==> src/mlp_pkg.sv <==
// Shared types and constants of the median, low-pass and PID speed loop.
`default_nettype none

package mlp_pkg;

  // Configuration port.
  localparam int unsigned CFG_IDX_W = 3;
  localparam int unsigned CFG_DATA_W = 32;

  typedef enum logic [CFG_IDX_W-1:0] {
    CFG_GAIN_P = 3'd0,
    CFG_GAIN_I = 3'd1,
    CFG_GAIN_D = 3'd2,
    CFG_TARGET = 3'd3,
    CFG_ALPHA  = 3'd4,
    CFG_LIMIT  = 3'd5
  } cfg_idx_e;

  // Register reset values.
  localparam logic signed [31:0] GAIN_P_RST = 32'sd8388608;
  localparam logic signed [31:0] GAIN_I_RST = 32'sd0;
  localparam logic signed [31:0] GAIN_D_RST = 32'sd1678;
  localparam logic signed [31:0] TARGET_RST = 32'sd32768000;
  localparam logic [16:0] ALPHA_RST = 17'd6554;
  localparam logic [30:0] LIMIT_RST = 31'd196608;

  // Arithmetic constants.
  localparam logic [16:0] ALPHA_ONE = 17'd65536;
  localparam logic signed [65:0] ROUND_HALF = 66'sd32768;
  localparam logic [47:0] ONE_MILLION = 48'd1000000;
  localparam logic signed [32:0] MILLION_S = 33'sd1000000;
  localparam logic [47:0] DT_DEFAULT = 48'd1000;
  localparam logic [48:0] TERM_CAP = 49'h1_0000_0000_0000;
  localparam int unsigned SUM_W = 52;

  // Shared divider geometry.
  localparam int unsigned DIV_NUM_W = 54;
  localparam int unsigned DIV_DEN_W = 48;

  // Step index carried with each command.
  localparam int unsigned IDX_W = 4;
  localparam logic [IDX_W-1:0] TERM_ERR = 4'd0;
  localparam logic [IDX_W-1:0] TERM_INT = 4'd1;
  localparam logic [IDX_W-1:0] TERM_DER = 4'd2;

  // Datapath operations.
  typedef enum logic [4:0] {
    OP_NONE, OP_MED, OP_F1, OP_F2, OP_F3, OP_ERR, OP_QR, OP_M1, OP_M2, OP_M3,
    OP_INTEG, OP_D1, OP_D2, OP_DERIV, OP_G0, OP_G1, OP_G2, OP_G3
  } op_e;

  typedef struct packed {
    op_e              op;
    logic [IDX_W-1:0] idx;
    logic             load;
    logic             out_load;
  } dp_cmd_t;

  typedef struct packed {
    logic div_busy;
  } dp_stat_t;

endpackage

`default_nettype wire

==> src/mlp_ctrl.sv <==
// Controller: sequences the datapath steps for one word and runs the handshakes.
`default_nettype none

module mlp_ctrl #(
  parameter int unsigned WINDOW_LEN = 5
) (
  input  logic              clk_i,
  input  logic              rst_ni,
  input  logic              in_valid_i,
  output logic              in_ready_o,
  output logic              out_valid_o,
  input  logic              out_ready_i,
  input  mlp_pkg::dp_stat_t stat_i,
  output mlp_pkg::dp_cmd_t  cmd_o
);

  import mlp_pkg::*;

  typedef enum logic [4:0] {
    ST_IDLE, ST_MED, ST_F1, ST_F2, ST_F3, ST_ERR, ST_W1, ST_QR, ST_M1, ST_M2, ST_M3,
    ST_W2, ST_INTEG, ST_D1, ST_D2, ST_W3, ST_DERIV, ST_G0, ST_G1, ST_G2, ST_G3, ST_OUT
  } state_e;

  localparam logic [IDX_W-1:0] MED_LAST = IDX_W'(WINDOW_LEN - 1);

  state_e           state_q;
  op_e              op_q;
  logic [IDX_W-1:0] idx_q;
  logic             out_valid_q;
  logic             load, out_load;

  assign in_ready_o = (state_q == ST_IDLE);
  assign load       = in_valid_i && (state_q == ST_IDLE);
  assign out_load   = (state_q == ST_OUT) && (!out_valid_q || out_ready_i);

  // State, step command and output valid.
  always_ff @(posedge clk_i or negedge rst_ni) begin
    if (!rst_ni) begin
      state_q     <= ST_IDLE;
      op_q        <= OP_NONE;
      idx_q       <= '0;
      out_valid_q <= 1'b0;
    end else begin
      if (out_load) begin
        out_valid_q <= 1'b1;
      end else if (out_ready_i) begin
        out_valid_q <= 1'b0;
      end
      op_q <= OP_NONE;
      unique case (state_q)
        ST_IDLE: begin
          if (in_valid_i) begin
            state_q <= ST_MED;
            op_q    <= OP_MED;
            idx_q   <= '0;
          end
        end
        ST_MED: begin
          if (idx_q == MED_LAST) begin
            state_q <= ST_F1;
            op_q    <= OP_F1;
          end else begin
            idx_q <= idx_q + 1'b1;
            op_q  <= OP_MED;
          end
        end
        ST_F1: begin
          state_q <= ST_F2;
          op_q    <= OP_F2;
        end
        ST_F2: begin
          state_q <= ST_F3;
          op_q    <= OP_F3;
        end
        ST_F3: begin
          state_q <= ST_ERR;
          op_q    <= OP_ERR;
        end
        ST_ERR: state_q <= ST_W1;
        ST_W1: begin
          if (!stat_i.div_busy) begin
            state_q <= ST_QR;
            op_q    <= OP_QR;
          end
        end
        ST_QR: begin
          state_q <= ST_M1;
          op_q    <= OP_M1;
        end
        ST_M1: begin
          state_q <= ST_M2;
          op_q    <= OP_M2;
        end
        ST_M2: begin
          state_q <= ST_M3;
          op_q    <= OP_M3;
        end
        ST_M3: state_q <= ST_W2;
        ST_W2: begin
          if (!stat_i.div_busy) begin
            state_q <= ST_INTEG;
            op_q    <= OP_INTEG;
          end
        end
        ST_INTEG: begin
          state_q <= ST_D1;
          op_q    <= OP_D1;
        end
        ST_D1: begin
          state_q <= ST_D2;
          op_q    <= OP_D2;
        end
        ST_D2: state_q <= ST_W3;
        ST_W3: begin
          if (!stat_i.div_busy) begin
            state_q <= ST_DERIV;
            op_q    <= OP_DERIV;
          end
        end
        ST_DERIV: begin
          state_q <= ST_G0;
          op_q    <= OP_G0;
          idx_q   <= TERM_ERR;
        end
        ST_G0: begin
          state_q <= ST_G1;
          op_q    <= OP_G1;
        end
        ST_G1: begin
          state_q <= ST_G2;
          op_q    <= OP_G2;
        end
        ST_G2: begin
          state_q <= ST_G3;
          op_q    <= OP_G3;
        end
        ST_G3: begin
          if (idx_q == TERM_DER) begin
            state_q <= ST_OUT;
          end else begin
            state_q <= ST_G0;
            op_q    <= OP_G0;
            idx_q   <= idx_q + 1'b1;
          end
        end
        ST_OUT: begin
          if (out_load) begin
            state_q <= ST_IDLE;
          end
        end
        default: state_q <= ST_IDLE;
      endcase
    end
  end

  assign out_valid_o    = out_valid_q;
  assign cmd_o.op       = op_q;
  assign cmd_o.idx      = idx_q;
  assign cmd_o.load     = load;
  assign cmd_o.out_load = out_load;

endmodule

`default_nettype wire

==> config.mk <==
export PLATFORM = sky130hd
export DESIGN_NAME = mlp_ctrl
export DESIGN_NICKNAME = d
export VERILOG_FILES = /design/src/mlp_pkg.sv /design/src/mlp_ctrl.sv
export SDC_FILE = /design/constraint.sdc
export NUM_CORES = 1
export LEC_CHECK = 0
export BUFFER_PORTS_ARGS = -buffer_cell sky130_fd_sc_hd__buf_4
export CORE_UTILIZATION = 40
export CTS_CLUSTER_DIAMETER = 120
export DETAILED_ROUTE_END_ITERATION = 10
export PLACE_DENSITY = 0.73
export SYNTH_ARGS = -nofsm -noshare
export SYNTH_HDL_FRONTEND = slang
export SYNTH_SLANG_ARGS = --single-unit
==> constraint.sdc <==
create_clock -name clk_i -period 1.8 [get_ports clk_i]
set_input_delay 0.18 -clock clk_i [delete_from_list [all_inputs] [get_ports clk_i]]
set_output_delay 0.18 -clock clk_i [all_outputs]
set_load 0.02 [all_outputs]
### Yosys cells after proc, flatten, opt, wreduce, memory -nomap -nowiden

Index checks and enable logic that the tools add are counted.

* $add $sub $neg: 1
* $mul: 0
* divide/modulo/power cells: 0
* $lt $le $gt $ge: 0
* equality and inequality tests: 31
* shifts and indexed selects: 0
* muxes and demuxes: 21
* bitwise gates (word level): 0
* reduce and logical (&&, ||, !) cells: 9

Operator list (count)
* case mux 5 bit (22 select lines): 1
* case mux 5 bit (18 select lines): 1
* equality test 5 x 4 -> 1 bit, second input constant: 8
* equality test 5 bit, second input constant: 6
* two-way mux 5 bit: 6
* two-way mux 4 bit: 6
* equality test 5 x 3 -> 1 bit, second input constant: 4
* != test 2 bit, second input constant: 8
* case mux 4 bit (4 select lines): 1
* equality test 5 x 2 -> 1 bit, second input constant: 2
* two-way mux 3 bit: 2
* AND reduction 6 bit: 1
* equality test 5 x 1 -> 1 bit, second input constant: 1
* zero test 5 bit: 1
* adder 4 x 1 -> 4 bit, second input constant: 1
* equality test 4 x 2 -> 1 bit, second input constant: 1
* equality test 4 x 3 -> 1 bit, second input constant: 1
* AND reduction 4 bit: 1
* nonzero test 4 bit: 1
* two-way mux 1 bit: 3
* logical AND 1 bit: 2
* two-way mux 2 bit: 1
* nonzero test 2 bit: 1
* zero test 1 bit: 1
* logical OR 1 bit: 1

* flip-flop bits (word level): 15
* latch bits: 0
* memory bits (writable): 0
* memory bits (read-only): 0
* input port bits: 5
* logic and storage cells: 66
* memories: 0

### Longest topological paths before layout

* depth after elaboration: 5
* mapped depth: 7

### Worst setup path before layout

Ideal clock, no wire load.

* path type: flip-flop to output port
* start point: register state_q[4]
* end point: output port cmd_o[1] (netlist bit)
* arrival: 1702 ps
* setup slack: -82 ps
* cell stages (with the launch flop): 6
* path buffers: 2
* cell sequence: dfrtp_1 > buf_6 > or3_4 > nor3_1 > and2_1 > buf_4

* longest elaborated chain between the ends: 2

RTL lines
* start, declared: line mlp_ctrl.sv:26 `state_e state_q;`
* start signal, assigned: line mlp_ctrl.sv:39 `state_q <= ST_IDLE;`
* start signal, assigned: line mlp_ctrl.sv:53 `state_q <= ST_MED;`
* start signal, assigned: line mlp_ctrl.sv:60 `state_q <= ST_F1;`
* zero test 5 bit
* net in_ready_o: line mlp_ctrl.sv:10 `output logic in_ready_o,`
* logical AND 1 bit: line mlp_ctrl.sv:33 `assign load = in_valid_i && (state_q == ST_IDLE);`
* end, declared: line mlp_ctrl.sv:14 `output mlp_pkg::dp_cmd_t cmd_o`

The timed path passes the listed nets, and every way through them passes these cells.

==> reports/metrics.yaml <==
run_status: "complete, no violations"
path_clk_slew_ns: 0.10
yosys-top-cells-area: "dfrtp_1, o21ai_0, a21oi_1"
portBuffers: 17
grt_use_total: 0.2058
critPathLaunchType: "register"
insertion_delay_ns: 0.30
synth_seq_cells: 15
wl_per_cell_microns: 14.78
diodes: 0
required_ns: 1.62
max_freq_ghz: 0.5715
synthToLayoutAreaGrowth_pct: 24.91
gp_congestion: 0.8980
syn_area_sq_um: 1080
wl_microns: 2676
yosys.area.top_type_share: 0.3476
syn_avg_cell_area_sq_um: 8.243
peakVddDrop_v: 0.001084
fin_worst_skew_ns: 0.004359
std_cell_rows: 18
drive_above_1_share: 0.3179
start_util: 0.4281
slowest_stage: "dfrtp_1"
via_count: 1038
drcViolationCount: 0
dp.final_hpwl_microns: 1897
clockBufferDepth: 2
post-route-min-period_ns: 1.750
multi_input_area_sq_um: 651.9
regArea_sq_um: 377.9
grt_max_degree: 19
antenna_left: 0
fin_crit_sh: 0.9721
post-place-ws_ns: 0.005729
core_sq_um: 2522
grt.overflow.total: 0
ys_types: 41
ys_seq_area_frac: 0.3476
worstSetupPathType: "reg2out"
path_cells: "or3_4, nor3_2, and2_1, buf_4"
dr.max_layer_used: "met4"
async_reset_ff_frac: 1.000
drt_iter0_drc: 34
wl_met1_microns: 1067
p_leak_nw: 0.6131
syn-num-nets: 139
first_pass_iters: 4
hold_class: "in2reg"
max_cap_violations: 0
whs_ns: 0.1739
setup_ws_ns: 0.05029
grt_pass1_vias: 986
slew_viol_final: 0
cp_slowest_stage_delay_ns: 0.41
arrival_ns: 1.57
cp-end-kind: "output port"
p_per_area_nw_per_um2: 1746
crit_family: "simple AND/OR/NAND/NOR gates"
finish.utilization: 0.5347
critPathMaxFanout: 3
syn-instance-count: 131
synth_edf_count: 0
fin_total_pwr_w: 0.002355
fin_nets: 160
final-hold-violation-count: 0
ys_warn_count: 0
vias_per_cell: 5.735
yosysMostFrequentCell: "dfrtp_1"
clock-sinks: 15
wl_met3_microns: 110
ys_dominant_reg_cell: "dfrtp_1"
die_area_sq_um: 2911
synth_largest_area_cell: "dfrtp_1"
ios: 18
antenna_found_initial: 0
cp_num_buf_inv: 1
tightestPinTransition_ns: 0.3287
die_height_microns: 53.96
timing.slew.headroom: 0.7786
root_buffer: "clkbuf_4"
cts_tree: "done"
numCtsBuffers: 3
grt_pass1_wl_microns: 4250
htreeDepth: 1
fp.dieW_microns: 53.96
nFillCells: 238
wl_met2_microns: 1441
synthTopCellsByCount: "dfrtp_1, o21ai_0, a21oi_1"
setup_viol: 0
tightest hold or removal path, stage by stage:
cell      delay [ns]
buf_4           0.07
nand2b_1        0.14
nand2_1         0.06
per-layer routing:
metal / GRT usage / up-vias
li1: - / 504
met1: 0.2308 / 501
met2: 0.3786 / 29
met3: 0.03107 / 4
met4: 0.08772 / 0
met5: 0 / -
metrics by stage:
step | instances | area [sq um] | TNS, ns
2_1_floorplan | 131 | 1085 | 0
3_3_place_gp | 175 | 1266 | 0
3_5_place_dp | 175 | 1266 | 0
4_1_cts | 181 | 1311 | 0
5_1_grt | 181 | 1349 | -0.02709
6_report | 181 | 1349 | 0
cell type report:
type	count	area share
sequential	15	0.2801
clock buffer	4	0.01948
timing repair buffer	28	0.1698
inverter	7	0.01948
multi-input combinational	97	0.4833
tap	30	0.02783
logic make-up (layout without fill, tap and decap cells):
| kind of cell | after synthesis | after routing | share of synthesized area |
|---|---|---|---|
| adder cells (fa/ha/maj) | 3 | 3 | 0.03477 |
| AO/OA/AOI/OAI | 40 | 40 | 0.2190 |
| flip-flops | 15 | 15 | 0.3476 |
| XOR/XNOR | 1 | 1 | 0.008113 |
| AND/OR/NAND/NOR | 52 | 52 | 0.2978 |
| buffers and inverters | 19 | 39 | 0.08342 |
| multiplexers | 1 | 1 | 0.009270 |
cells in the final DEF, fill, tap and decap left out, types with 2 or more instances in the layout:
cell,synthesis,layout
nand2_1,9,9
nand3_1,6,6
clkbuf_4,0,3
nor2_1,8,7
o21ai_1,5,5
nor2b_1,7,6
and3b_1,2,2
ha_1,3,3
nor3b_2,0,2
nand2b_1,2,2
o21ai_0,13,13
buf_4,2,25
inv_1,7,7
or2_2,2,2
a21oi_1,10,9
and2_1,2,2
a31oi_1,4,4
dfrtp_1,15,13
dfrtp_2,0,2
worst paths after layout:
path,cells after the start,endpoint,start,slack [ns]
hold reg to reg,2,out_valid_o,out_valid_o,0.54
max in group asynchronous,2,state_q[0],rst_ni,1.34
setup reg to reg,4,state_q[0],state_q[4],0.10
setup / recovery,4,cmd_o[1],state_q[4],0.05
hold / removal,3,out_valid_o,out_ready_i,0.17
min in group asynchronous,2,op_q[2],rst_ni,0.26
state kept, by name (all words and copies together), names as in the netlist:
signal       flops
idx_q            4
op_q             5
out_valid_o      1
state_q          5
report_power, final:
| group | internal (W) | switching (W) |
|---|---|---|
| logic | 0.000693 | 0.000825 |
| registers | 0.000473 | 0.000152 |
| clock network | 0.0000866 | 0.000124 |
| total | 0.00125 | 0.00110 |
repair_timing:
action,CTS,global route
resized for setup,1,9
endpoints found under the hold margin,15,0
cloned,0,0
setup buffers,1,0
endpoints found under the setup margin,3,7
hold buffers,1,0
(Power assumes the default switching activity.)
